## src/sdiv_pkg.sv

```systemverilog
package sdiv_pkg;

    localparam int unsigned WIDTH = 32;

    typedef struct packed {
        logic signed [WIDTH-1:0] dividend;
        logic signed [WIDTH-1:0] divisor;
    } sdiv_in_t;

    typedef struct packed {
        logic signed [WIDTH-1:0] quotient;
        logic                    divide_by_zero;
    } sdiv_out_t;

    // partial state carried down the cell row
    typedef struct packed {
        logic [WIDTH-1:0] rem;    // partial remainder
        logic [WIDTH-1:0] nq;     // dividend bits out at the top, quotient bits in at the bottom
        logic [WIDTH-1:0] d;      // divisor magnitude
        logic             neg;    // quotient gets negated
        logic             dbz;    // divisor was zero
    } sdiv_work_t;

endpackage

```

## src/sdiv_prep.sv

```systemverilog
module sdiv_prep (
    input  logic                aclk,
    input  logic                aresetn,
    input  logic                in_valid,
    output logic                in_ready,
    input  sdiv_pkg::sdiv_in_t  in_data,
    output logic                out_valid,
    input  logic                out_ready,
    output sdiv_pkg::sdiv_work_t out_work
);
    import sdiv_pkg::*;

    logic             valid_reg;
    logic             valid_next;
    sdiv_work_t       work_reg;
    sdiv_work_t       work_next;
    logic             load;
    logic [WIDTH-1:0] x;
    logic [WIDTH-1:0] y;

    assign load     = !valid_reg || out_ready;
    assign in_ready = load;

    assign x = $unsigned(in_data.dividend);
    assign y = $unsigned(in_data.divisor);

    always_comb begin
        work_next.rem = '0;
        // most negative value negates to itself, read as 2^(WIDTH-1) unsigned
        work_next.nq  = x[WIDTH-1] ? (~x + 1'b1) : x;
        work_next.d   = y[WIDTH-1] ? (~y + 1'b1) : y;
        work_next.neg = x[WIDTH-1] ^ y[WIDTH-1];
        work_next.dbz = (y == '0);
        valid_next    = load ? in_valid : valid_reg;
    end

    always_ff @(posedge aclk) begin
        if (!aresetn) begin
            valid_reg <= 1'b0;
        end else begin
            valid_reg <= valid_next;
        end
        if (load) begin
            work_reg <= work_next;
        end
    end

    assign out_valid = valid_reg;
    assign out_work  = work_reg;

endmodule

```

## config.mk

```make
export PLATFORM = sky130hd
export DESIGN_NAME = sdiv_prep
export DESIGN_NICKNAME = d
export VERILOG_FILES = /design/src/sdiv_pkg.sv /design/src/sdiv_prep.sv
export SDC_FILE = /design/constraint.sdc
export NUM_CORES = 1
export LEC_CHECK = 0
export ABC_AREA = 1
export BUFFER_PORTS_ARGS = -buffer_cell sky130_fd_sc_hd__buf_2
export CAP_MARGIN = 0
export CELL_PAD_IN_SITES_DETAIL_PLACEMENT = 1
export CELL_PAD_IN_SITES_GLOBAL_PLACEMENT = 1
export CORE_ASPECT_RATIO = 0.9
export CORE_MARGIN = 2
export CORE_UTILIZATION = 35
export DETAILED_ROUTE_END_ITERATION = 6
export PLACE_DENSITY = 0.84
export SKIP_CTS_REPAIR_TIMING = 1
export SYNTH_ARGS = -nofsm -noshare
export SYNTH_HDL_FRONTEND = slang
export SYNTH_SLANG_ARGS = --single-unit
```

## constraint.sdc

```tcl
create_clock -name aclk -period 2.3 [get_ports aclk]
set_input_delay 0 -clock aclk [delete_from_list [all_inputs] [get_ports aclk]]
set_output_delay 0 -clock aclk [all_outputs]
set_load 0.05 [all_outputs]
```

==> summary.md <==
| Metric | Value |
|---|---|
| Cell Area, Synth | `4404 um2` |
| Critical path launch point type | `flop` |
| Non-filler cells, final | `861` |
| Post-synth top area share | `45.00%` |
| # port buffers | `135` |
| Maximum root-to-sink buffer count | `2` |
| Final antenna-violating net count | `0` |
| DPL Wire Length | `10.89 mm` |
| CTS tree | `built` |
| FILL cells | `1570` |
| DRT Pass-1 Iters | `6` |
| Synth Area per Inst | `8.037 um2` |
| RR Endpoint | `out_valid` |
| Ys flop type | `edfxtp_1` |
| Vias post-DR | `4190` |
| Worst Hold Depth | `3` |
| Multi-input logic area | `2061 um2` |
| Worst slack at placement | `0.8921 ns` |
| Drt total wl | `13.82 mm` |
| Seq/Total Area, Yosys | `45.45%` |
| Dpl cells | `839` |
| Root Buffer | `clkbuf_16` |
| Crit-path slowest cell | `dlygate4sd3_1` |
| Violated checks | `hold timing` |
| Share of cells above drive strength 1 | `27.39%` |
| CP top delay family | `buffers and inverters` |
| Critical Path, Cell by Cell | `nand2_2 -> buf_12 -> a21boi_0 -> dlygate4sd3_1` |
| Met3 wire len | `897 um` |
| Cell count after synthesis | `548` |
| Kind of end point of the critical path | `flop` |
| Top routing layer in use | `met4` |
| R2R Path Start | `out_valid` |
| WHS Endpoint | `out_work[57]` |
| Worst Skew | `0.007312 ns` |
| CTS clk-pin slew, worst paths | `0.06 ns` |
| Die Ht | `110.4 um` |
| First-pass GRT wire length | `21.98 mm` |
| Initial Utilization | `36.18%` |
| Ys async rst share | `0%` |
| CTS sink cnt | `67` |
| Min-delay src | `in_data[55]` |
| Initial DRC count | `252` |
| Min-delay worst type | `primary input to flop` |
| Worst setup path category | `flop to flop` |
| Largest net degree at the start of global routing | `26` |
| Power Density | `728.2 nW/um2` |
| Final worst slack | `0.4461 ns` |
| Most instantiated cells after synthesis | `nand2_1 (184), nor2_1 (76), edfxtp_1 (66), inv_1 (42), nand3_1 (34)` |
| Num CTS Buffers | `9` |
| F_max | `0.5394 GHz` |
| Final setup fails | `0` |
| RD Place Congestion | `0.8597` |
| Synth area leader | `edfxtp_1` |
| Bufs and invs on worst path | `2` |
| Initial antenna violation count | `0` |
| R2r worst-path depth | `4` |
| Io pins | `168` |
| Arr. time, crit path | `2.13 ns` |
| Layout area overhead | `25.37%` |
| CTS H-tree depth | `3` |
| Nets | `768` |
| Largest fanout on the critical path | `25` |
| Diodes inserted | `0` |
| Final core occ | `45.36%` |
| RSZ-0062 raised after global routing | `no` |
| Setup_tns | `0 ns` |
| Final Hold Fails | `3` |
| WL met2 | `7.037 mm` |
| Hold WS | `-0.01499 ns` |
| Grt ovf | `0` |
| Reg2Reg Setup Slack | `0.45 ns` |
| Synth area leaders | `edfxtp_1 (45%), nand2_1 (16%), nor2_1 (6.5%)` |
| Relative max-transition margin | `56.07%` |
| Req. time, crit path | `2.58 ns` |
| Worst Tran Pin Value | `0.6566 ns` |
| Min Clock Period, post-route | `1.854 ns` |
| Die area | `13500 um2` |
| Drt wl/cell | `16.05 um` |
| Total global-route track usage | `20.66%` |
| Core area | `12170 um2` |
| Yosys reg bits | `67` |
| Pleak | `2.578 nW` |
| Period utilisation layout | `80.60%` |
| Pins over their slew limit | `0` |
| Routed length on met1 | `5.705 mm` |
| Register Area | `2002 um2` |
| Post-synth EDFFs | `66` |
| Clk_lat worst skew | `0.33 ns` |
| # rows | `38` |
| CP peak stage delay | `0.57 ns` |
| Die Wd | `122.2 um` |
| Cell with the most instances after synthesis | `nand2_1` |
| Number of global-route vias before repair | `4452` |
| Vias/cell | `4.866` |
| Outcome | `finished, violations left` |
| Max Cap Violations | `0` |
| Unique masters post-synth | `29` |
| Drc violations | `0` |
| VDD IR-drop max | `0.0004081 V` |
| Synth Warn # | `0` |
-- metal layers --
| layer | up-vias | GRT usage, % |
|---|---|---|
| li1 | 1986 | - |
| met1 | 2023 | 24.95 |
| met2 | 164 | 36.70 |
| met3 | 17 | 4.236 |
| met4 | 0 | 5.747 |
| met5 | - | 0 |
-- cells in the final DEF, fill, tap and decap left out, types with 2 or more instances in the layout --
| master | Yosys | final |
|---|---|---|
| o21ai_2 | 3 | 3 |
| buf_2 | 6 | 135 |
| nand3b_1 | 5 | 5 |
| o211ai_1 | 2 | 2 |
| ha_1 | 4 | 4 |
| clkinv_2 | 0 | 3 |
| conb_1 | 1 | 32 |
| nor3_1 | 3 | 3 |
| o21ai_1 | 11 | 11 |
| nor2_1 | 76 | 76 |
| nand2_2 | 4 | 5 |
| clkbuf_16 | 0 | 9 |
| nor2_2 | 15 | 15 |
| xnor2_1 | 17 | 17 |
| nand3_1 | 34 | 34 |
| a21oi_2 | 2 | 2 |
| dlygate4sd3_1 | 0 | 6 |
| inv_2 | 2 | 2 |
| nor2_4 | 9 | 9 |
| o21ai_0 | 7 | 7 |
| inv_1 | 42 | 42 |
| xor2_1 | 12 | 12 |
| nand4_1 | 3 | 3 |
| buf_4 | 33 | 2 |
| a21oi_1 | 2 | 2 |
| buf_12 | 0 | 2 |
| edfxtp_1 | 66 | 66 |
| nand2_1 | 184 | 183 |
-- through the flow --
stage	power, W	cell area, um2
after global routing	0.004165	5522
after global placement	0.002643	5176
after detailed placement	0.002671	5176
final	0.004021	5522
after CTS	0.004040	5461
after floorplan	0.002407	4523
-- power breakdown --
part | internal, W | switching (W) | leakage (nW)
Combinational | 0.000246 | 0.000888 | 1.74
Sequential | 0.00149 | 0.0000385 | 0.700
Clock | 0.000830 | 0.000531 | 0.140
-- worst reg2reg max path, cell delays in order, from the launching register on --
cell and delay, ns:
dfxtp_1 0.34, nand2_2 0.38, buf_12 0.33, a21boi_0 0.17, dlygate4sd3_1 0.57
-- flip-flops by register name, summed over array words and instances, names as in the netlist --
| register | cells |
|---|---|
| out_valid | 1 |
| out_work | 66 |
-- worst max path at each step --
stage | to | slack [ns] | start | depth (start not counted)
6_report | out_valid | 0.45 | out_valid | 4
5_1_grt | out_valid | 0.28 | out_valid | 4
4_1_cts | in_ready | 0.57 | out_valid | 3
3_5_place_dp | out_valid | 0.89 | out_valid | 3
3_3_place_gp | out_valid | 0.93 | out_valid | 3
2_1_floorplan | out_work[0] | 0.21 | out_valid | 1
-- final cells by class --
cell class | count | area share [%]
well taps | 160 | 3.626
multi-input cells | 428 | 37.32
flip-flops and latches | 67 | 36.26
clock buffers | 10 | 4.147
repair buffers | 145 | 14.32
inverters | 45 | 3.308
clock inverters | 6 | 1.020
-- kinds of logic after synthesis --
logic type | synth area share [%]
simple gates | 33.32
buf+inv | 10.45
flops | 45.45
xor+xnor | 5.767
compound gates | 3.778
fa+ha+maj | 1.136
other cells | 0.08515
(Power assumes the default switching activity.)
