[config.mk]
export PLATFORM = sky130hd
export DESIGN_NAME = sdiv_fix
export DESIGN_NICKNAME = d
export VERILOG_FILES = /design/src/sdiv_pkg.sv /design/src/sdiv_fix.sv
export SDC_FILE = /design/constraint.sdc
export NUM_CORES = 1
export LEC_CHECK = 0
export ABC_AREA = 1
export BUFFER_PORTS_ARGS = -buffer_cell sky130_fd_sc_hd__buf_2
export CAP_MARGIN = 25
export CORE_AREA = 5 5 82 84
export CTS_CLUSTER_SIZE = 14
export DETAILED_ROUTE_END_ITERATION = 8
export DIE_AREA = 0 0 87 89
export PLACE_DENSITY_LB_ADDON = 0.2
export SKIP_LAST_GASP = 1
export SYNTH_ARGS = -nofsm -noshare
export SYNTH_HDL_FRONTEND = slang
export SYNTH_SLANG_ARGS = --single-unit
[constraint.sdc]
create_clock -name aclk -period 1.3 [get_ports aclk]
set_input_delay 0.13 -clock aclk [delete_from_list [all_inputs] [get_ports aclk]]
set_output_delay 0.13 -clock aclk [all_outputs]
set_load 0.02 [all_outputs]
[src/sdiv_pkg.sv]
package sdiv_pkg;

    localparam int unsigned WIDTH = 32;

    typedef struct packed {
        logic signed [WIDTH-1:0] dividend;
        logic signed [WIDTH-1:0] divisor;
    } sdiv_in_t;

    typedef struct packed {
        logic signed [WIDTH-1:0] quotient;
        logic                    divide_by_zero;
    } sdiv_out_t;

    // partial state carried down the cell row
    typedef struct packed {
        logic [WIDTH-1:0] rem;    // partial remainder
        logic [WIDTH-1:0] nq;     // dividend bits out at the top, quotient bits in at the bottom
        logic [WIDTH-1:0] d;      // divisor magnitude
        logic             neg;    // quotient gets negated
        logic             dbz;    // divisor was zero
    } sdiv_work_t;

endpackage

[src/sdiv_fix.sv]
module sdiv_fix (
    input  logic                 aclk,
    input  logic                 aresetn,
    input  logic                 in_valid,
    output logic                 in_ready,
    input  sdiv_pkg::sdiv_work_t in_work,
    output logic                 m_valid,
    input  logic                 m_ready,
    output sdiv_pkg::sdiv_out_t  m_data
);
    import sdiv_pkg::*;

    logic      valid_reg;
    logic      valid_next;
    sdiv_out_t data_reg;
    sdiv_out_t data_next;
    logic      load;

    assign load     = !valid_reg || m_ready;
    assign in_ready = load;

    always_comb begin
        priority if (in_work.dbz) begin
            data_next.quotient = '0;
        end else if (in_work.neg) begin
            data_next.quotient = $signed(~in_work.nq + 1'b1);
        end else begin
            data_next.quotient = $signed(in_work.nq);
        end
        data_next.divide_by_zero = in_work.dbz;
        valid_next               = load ? in_valid : valid_reg;
    end

    always_ff @(posedge aclk) begin
        if (!aresetn) begin
            valid_reg <= 1'b0;
        end else begin
            valid_reg <= valid_next;
        end
        if (load) begin
            data_reg <= data_next;
        end
    end

    assign m_valid = valid_reg;
    assign m_data  = data_reg;

endmodule

==> summary.md, run 1 <==
| Metric | Value |
|---|---|
| Status | `finished clean` |
| Core area | `5851 sq um` |
| TNS Setup | `0 ns` |
| CTS Buf Count | `5` |
| Crit Path Class | `flip-flop to output port` |
| Yosys top cell by area | `edfxtp_1` |
| Min Hold Slack | `0.07959 ns` |
| Share of layout cells above drive strength 1 | `between 20% and 30%` |
| Ant. Diodes | `0` |
| Setup WS post-layout | `0.08054 ns` |
| FF+latch area | `1011 sq um` |
| Initial antenna violation count | `0` |
| Mapped cell area | `between 2000 and 2500 sq um` |
| Yosys cell types | `24` |
| Post-Synthesis Cells | `306` |
| Pins Over Slew Limit | `0` |
| CTS tree | `yes` |
| RR Startpoint | `m_valid` |
| Place WS | `-0.1157 ns` |
| Detailed-route via count | `between 2000 and 2500` |
| Final setup viols | `0` |
| Clock H-tree levels | `2` |
| Post-DP HPWL | `approximately 4.4 mm` |
| Final Cycle Share | `a little over nine tenths` |
| Die height | `roughly 89 microns` |
| Clock Skew | `between 0.004 and 0.005 ns` |
| Pleak | `~1.4 nW` |
| Crit-path max FO | `18` |
| Area share of the largest cell type after synthesis | `roughly 44%` |
| Total grt overflow | `0` |
| Global-route wire length before repair | `a little over 9 mm` |
| Synth Area per Inst | `roughly 7.3 sq um` |
| Register area share after synthesis | `between 40% and 50%` |
| # rows | `28` |
| Initial DRC Count | `~110` |
| DR pass1 iterations | `4` |
| Arr. time, crit path | `1.09 ns` |
| WHS Path Cells | `3` |
| Warnings from Yosys | `0` |
| Clock Sinks | `34` |
| Busiest grt layer | `met2` |
| Initial Utilization | `a little under two fifths` |
| Worst hold path type | `primary input to flip-flop` |
| CTS clk-pin slew, worst paths | `about 0.070 ns` |
| Power density over the cells | `~950 nW/um^2` |
| Vias in the first global route | `roughly 2000` |
| CP required | `1.17 ns` |
| CP endpoint kind | `output port` |
| Met2 GRT Util | `25.33%` |
| Die Footprint | `just under 8000 sq um` |
| Worst skew pair latency | `0.29 ns` |
| R2R setup slack | `~0.37 ns` |
| Worst setup SP type | `flip-flop` |
| Die X | `between 80 and 90 microns` |
| Worst Max-Slew Pin Slew | `0.2184 ns` |
| CP Launch Point | `m_valid` |
| Worst VDD drop | `around 0.50 mV` |
| Residual DRC | `0` |
| Area growth, synth to finish | `28.54%` |
| Reg2reg end | `m_data[11]` |
| Final WL | `5.791 mm` |
| RD Place Congestion | `between 0.8 and 0.9` |
| Area of the multi-input gates | `approximately 1100 sq um` |
| FMAX | `~0.82 GHz` |
| Maxcap violations | `0` |
| GRT Util Overall | `between 10% and 20%` |
| Io pins | `between 100 and 150` |
| Avg WL per Cell | `between 10 and 15 microns` |
| Largest net degree at the start of global routing | `36` |
| Ranking of synthesized cells by area | `edfxtp_1 (44%), nand2_1 (12%), nor2_1 (12%)` |
| Root Buffer | `clkbuf_8` |
| Met1 GRT Util | `19.71%` |
| Vias/cell | `4.692` |
| R2R depth | `2` |
| Fin nets | `492` |
| Tmin final | `1.219 ns` |
| CTS max path bufs | `2` |
| Post-route ant nets | `0` |
| Hold-fix buffers, CTS | `0` |
| RSZ-0062 raised after global routing | `no` |
| Seq cells post-synth | `34` |
| Relative slew slack | `~85%` |
| PortBufs | `a little over 70` |
| Fill cells | `595` |
| Net Count, Synth | `between 400 and 500` |
| Met3 usage | `3.318%` |
| Hold path endpoint | `m_valid` |
| Final Hold Vio Count | `0` |
| Hold Path Origin | `in_valid` |
[where the power goes]
| part | total (mW) | switching [mW] | internal, mW |
|---|---|---|---|
| clock network | 0.767 | 0.399 | 0.369 |
| logic | 0.646 | 0.413 | 0.232 |
| registers | 1.33 | 0.0195 | 1.31 |
[placed cells by master (no fill, tap or decap), types with 2 or more instances in the layout]
cell and count:
nor2_1 72, nand3_1 22, buf_12 4, edfxtp_1 33
nand2_4 3, o21a_1 2, nor3_1 5, nor2_2 8
o21ai_0 7, nand2_1 73, buf_2 72, nand2_2 12
a21oi_1 25, inv_1 28, buf_4 5, clkinv_1 2
clkbuf_8 5
[cell type report]
class                   instances  share of cell area [%]
multi-input cells             236                   37.55
flip-flops and latches         34                   35.04
repair buffers                 82                   17.43
inverters                      30                   3.903
well taps                      75                   3.252
clock buffers                   6                   2.515
clock inverters                 2                  0.3036
[per-layer routing]
metal	up-vias	part of all wire [%]
met5	-	0
met4	0	1.6
met3	8	6.1
met2	54	46
met1	964	46
li1	1156	-
[how the worst max path moves through the flow]
| stage | endpoint | cells past startpoint | slack, ns |
|---|---|---|---|
| 6_report | in_ready | 3 | 0.08 |
| 5_1_grt | in_ready | 3 | 0.02 |
| 2_1_floorplan | m_data[0] | 1 | 0.02 |
| 3_3_place_gp | m_data[27] | 10 | -0.10 |
| 4_1_cts | in_ready | 3 | 0.04 |
| 3_5_place_dp | m_data[27] | 10 | -0.12 |
[flip-flops by register name, summed over array words and instances (netlist names)]
signal	cells
m_data	33
m_valid	1
[synthesized netlist by cell type]
| cell type | n |
|---|---|
| a21boi_0 | 1 |
| a21oi_1 | 25 |
| and3_1 | 1 |
| buf_2 | 2 |
| buf_4 | 4 |
| clkinv_1 | 1 |
| dfxtp_1 | 1 |
| edfxtp_1 | 33 |
| ha_1 | 1 |
| inv_1 | 28 |
| inv_2 | 1 |
| nand2_1 | 74 |
| nand2_2 | 11 |
| nand2_4 | 3 |
| nand3_1 | 22 |
| nand3b_1 | 1 |
| nor2_1 | 72 |
| nor2_2 | 8 |
| nor2_4 | 1 |
| nor2_8 | 1 |
| nor3_1 | 5 |
| o21a_1 | 2 |
| o21ai_0 | 7 |
| o21ai_1 | 1 |
[logic make-up (layout without fill, tap and decap cells)]
group | after synthesis | in the layout | synth area share, %
DFF | 34 | 34 | 45.04
buffers and inverters | 36 | 120 | 6.800
AOI/OAI and AO/OA | 36 | 36 | 8.361
and+or+nand+nor | 199 | 199 | 39.24
adders and majority gates | 1 | 1 | 0.5573
[repair_timing]
action	in CTS	in global routing
gates resized for setup	0	0
buffers inserted	0	0
endpoints found under the hold margin	0	0
endpoints found under the setup margin	0	1
[worst max-delay path, stage by stage, from the launching register on]
cell and delay (ns):
dfxtp_1 0.32, nand2_2 0.12, buf_12 0.18, buf_2 0.18
[metrics by stage]
step | instance area (sq um) | util, % | instances | total power, mW
6_report | 2885 | 49.32 | 465 | 2.744
2_1_floorplan | 2247 | - | 306 | 1.744
4_1_cts | 2860 | 48.89 | 464 | 2.773
3_3_place_gp | 2779 | 47.50 | 456 | 1.989
3_5_place_dp | 2779 | 47.50 | 456 | 1.999
5_1_grt | 2885 | 49.32 | 465 | 2.899
Note: power is estimated with default switching activity, not from simulation.
==> run 2: changes to the inputs <==
ABC_AREA = default   (was 1)
CORE_AREA = 5 5 78 80   (was 5 5 82 84)
DIE_AREA = 0 0 83 85   (was 0 0 87 89)
==> run 2 against run 1 <==
Hold slack improved by 0.019 ns. Highest routed layer unchanged. Core utilization increased by 17 points. Final area increased by 22%. First-iteration DRC count decreased by 3.5%. Critical endpoint is now m_data[32]. Final cell count decreased by 17%. Count of clock-buffer cells in the layout unchanged. Largest cell class unchanged. Combinational power increased by 28%. Fmax decreased by 24%. Critical path depth increased by 3. Clock power decreased by 1%. Sequential cell count unchanged. Global-route usage increased by 0.87 points. The run now ends with setup timing left.
==> summary.md, run 2 <==
| Metric | Value |
|---|---|
| RSZ-0062 raised after global routing | `yes (was no)` |
| Clock Skew | `0.01239 ns (was 0.004914 ns)` |
| Avg WL per Cell | `15.17 microns (was 12.45 microns)` |
| Simple logic cell fraction of the synthesized area | `19.65% (was 39.24%)` |
| Multiplexer area fraction after synthesis | `1.110% (was 0%)` |
| # rows | `27 (was 28)` |
| Initial Utilization | `35.91% (was 38.37%)` |
| Leading cell type in the layout, fill and taps excluded | `buf_2 (was nand2_1)` |
| Warnings from Yosys | `0 (unchanged)` |
| Share of layout cells above drive strength 1 | `60.38% (was 29.23%)` |
| Register area share after synthesis | `52.74% (was 45.04%)` |
| Largest net degree at the start of global routing | `36 (unchanged)` |
| Crit Path Class | `primary input to flip-flop (was flip-flop to output port)` |
| CTS clk-pin slew, worst paths | `0.08 ns (was 0.07 ns)` |
| Post-route ant nets | `0 (unchanged)` |
| Post-Synth XOR/XNOR Area | `13.25% (was 0%)` |
| Synth Area per Inst | `10.89 sq um (was 7.335 sq um)` |
| Global-route wire length before repair | `9.328 mm (was 9.280 mm)` |
| Crit-path max FO | `3 (was 18)` |
| Ranking of synthesized cells by area | `edfxtp_1 (52%), xor2_1 (12%), nor2_1 (6.5%) (was edfxtp_1 (44%), nand2_1 (12%), nor2_1 (12%))` |
| Final total power | `2.930 mW (was 2.744 mW)` |
| Commonest cells after routing, fill and taps aside | `buf_2 (61), buf_4 (52), nor2_1 (33), edfxtp_1 (33), xor2_1 (26) (was nand2_1 (73), nor2_1 (72), buf_2 (72), edfxtp_1 (33), inv_1 (28))` |
| Number of flip-flops in the largest register | `33 (unchanged)` |
| Final Hold Vio Count | `0 (unchanged)` |
| Post-Synthesis Cells | `176 (was 306)` |
| Util after Layout | `65.94% (was 49.32%)` |
| Worst skew pair latency | `0.29 ns (about the same)` |
| Net Count, Synth | `279 (was 409)` |
| Post-DP HPWL | `3.899 mm (was 4.431 mm)` |
| Yosys cell types | `32 (was 24)` |
| Place WS | `-0.6507 ns (was -0.1157 ns)` |
| Total grt overflow | `0 (unchanged)` |
| Fin nets | `415 (was 492)` |
| RD Place Congestion | `0.8792 (was 0.8717)` |
| Mapped cell area | `1917 sq um (was 2245 sq um)` |
| Initial antenna violation count | `0 (unchanged)` |
| Hold-fix buffers, CTS | `0 (unchanged)` |
| Primary FF master, synth | `edfxtp_1 (unchanged)` |
| Power density over the cells | `832.4 nW/um^2 (was 951.0 nW/um^2)` |
| Min Hold Slack | `0.09843 ns (was 0.07959 ns)` |
| Fin area | `3520 sq um (was 2885 sq um)` |
| Failing checks | `setup timing` |
| Post-synthesis compound-gate area fraction | `9.987% (was 8.361%)` |
| Final setup viols | `20 (was 0)` |
| CP required | `1.34 ns (was 1.17 ns)` |
| Residual DRC | `0 (unchanged)` |
| Io pins | `137 (unchanged)` |
| PortBufs | `72 (unchanged)` |
| Area growth, synth to finish | `83.62% (was 28.54%)` |
| Final WL | `5.841 mm (was 5.791 mm)` |
| Final Cycle Share | `123.0% (was 93.80%)` |
| Core area | `5338 sq um (was 5851 sq um)` |
| Vias in the first global route | `2005 (was 1993)` |
| Root Buffer | `clkbuf_8 (unchanged)` |
| CTS tree | `yes (unchanged)` |
| Worst hold path type | `primary input to flip-flop (unchanged)` |
| Maxcap violations | `0 (unchanged)` |
| Arr. time, crit path | `1.64 ns (was 1.09 ns)` |
| Die X | `83 microns (was 87 microns)` |
| Worst Max-Slew Pin Slew | `0.3368 ns (was 0.2184 ns)` |
| CTS Buf Count | `5 (unchanged)` |
| FFs w/ async S/R, synth | `0% (unchanged)` |
| Tmin final | `1.599 ns (was 1.219 ns)` |
| Fill cells | `424 (was 595)` |
| Status | `finished with violations (was finished clean)` |
| DR pass1 iterations | `4 (unchanged)` |
| Seq cells post-synth | `34 (unchanged)` |
| Largest family of logic cells by synthesized area | `simple AND/OR/NAND/NOR gates (unchanged)` |
| Vias/cell | `4.831 (was 4.692)` |
| EDFF count, synth | `33 (unchanged)` |
| Relative slew slack | `77.34% (was 85.29%)` |
| FF+latch area | `1011 sq um (unchanged)` |
| CTS max path bufs | `2 (unchanged)` |
| Yosys top cell by area | `edfxtp_1 (unchanged)` |
| Clock H-tree levels | `2 (unchanged)` |
| Pins Over Slew Limit | `0 (unchanged)` |
| Clock Sinks | `34 (unchanged)` |
| Initial DRC Count | `109 (was 113)` |
| Pleak | `1.633 nW (was 1.422 nW)` |
| FMAX | `0.6255 GHz (was 0.8200 GHz)` |
| Cell area after placement | `2865 sq um (was 2779 sq um)` |
| Die height | `85 microns (was 89 microns)` |
| Die Footprint | `7055 sq um (was 7743 sq um)` |
| Area of the multi-input gates | `1256 sq um (was 1084 sq um)` |
| CP endpoint kind | `flip-flop (was output port)` |
| Area share of the largest cell type after synthesis | `51.70% (was 44.15%)` |
| GRT Util Overall | `16.29% (was 15.42%)` |
| Worst VDD drop | `0.5175 mV (was 0.5039 mV)` |
| Most instantiated cells after synthesis | `edfxtp_1 (33), nor2_1 (33), xor2_1 (26), nand2_1 (11), o31ai_1 (10) (was nand2_1 (74), nor2_1 (72), edfxtp_1 (33), inv_1 (28), a21oi_1 (25))` |
| Post-Synth Adder-Cell Area | `0.6527% (was 0.5574%)` |
| Detailed-route via count | `1860 (was 2182)` |
| Worst setup SP type | `primary input (was flip-flop)` |
| Ant. Diodes | `0 (unchanged)` |
| Setup WS post-layout | `-0.2987 ns (was 0.08054 ns)` |
## run 2: cell types whose count changed in the layout (fill, tap and decap cells not counted), sizes merged, moves of 7 or more
cell,delta
nand2,-77
buf,+56
nor2,-49
xor2,+26
a21oi,-25
inv,-24
nand3,-21
o31ai,+10
nor4,+8
o41ai,+7
## run 2: path summary, 6_finish.rpt
check                                 start          to  slack, ns  cells after the start
worst max-delay path            in_work[34]  m_data[32]      -0.30                      6
worst min-delay path               in_valid     m_valid        0.1                      3
worst max register to register      m_valid  m_data[23]       0.38                      2
worst min register to register      m_valid  m_data[31]       0.76                      2
## run 2: area by class of cell
type,instances,share of cell area [%]
well taps,72,2.560
inverters,5,1.102
multi-input cells,129,35.69
clock inverters,2,0.2488
clock buffers,6,2.062
flip-flops and latches,34,28.72
repair buffers,137,29.61
## run 2: kinds of logic (layout without fill, tap and decap cells)
kind of cell | after synthesis | after routing
mux | 2 | 2
simple gates | 70 | 70
flops | 34 | 34
compound gates | 27 | 27
fa+ha+maj | 1 | 1
buf+inv | 13 | 150
xor+xnor | 29 | 29
## run 2: where the power goes
| part | switching [mW] | total, mW | internal [mW] |
|---|---|---|---|
| combinational | 0.458 | 0.824 | 0.365 |
| clock | 0.388 | 0.757 | 0.368 |
| sequential | 0.0259 | 1.35 | 1.32 |
## run 2: metrics by stage
stage          instances  setup TNS [ns]
2_1_floorplan        176          -3.185
3_3_place_gp         360          -8.946
3_5_place_dp         360          -9.397
4_1_cts              376          -1.803
5_1_grt              385          -3.863
6_report             385          -2.659
## run 2: routing by layer
metal / global-route usage (%) / part of all wire, % / vias to the layer above
li1: - / - / 908
met1: 17.57 / 39 / 900
met2: 30.69 / 56 / 46
met3: 4.272 / 4.4 / 6
met4: 5.646 / 0.87 / 0
met5: 0 / 0 / -
## run 2: what timing repair did
item	in CTS	in global routing
setup endpoints to repair	19	23
buffers inserted	9	14
gates resized for setup	57	30
pin swaps	28	41
## run 2: critical path: stages
cell and delay, ns:
buf_12 0.11, nor4_4 0.30, nand2_2 0.12, or4_4 0.51, o21ai_4 0.16, mux2_4 0.30
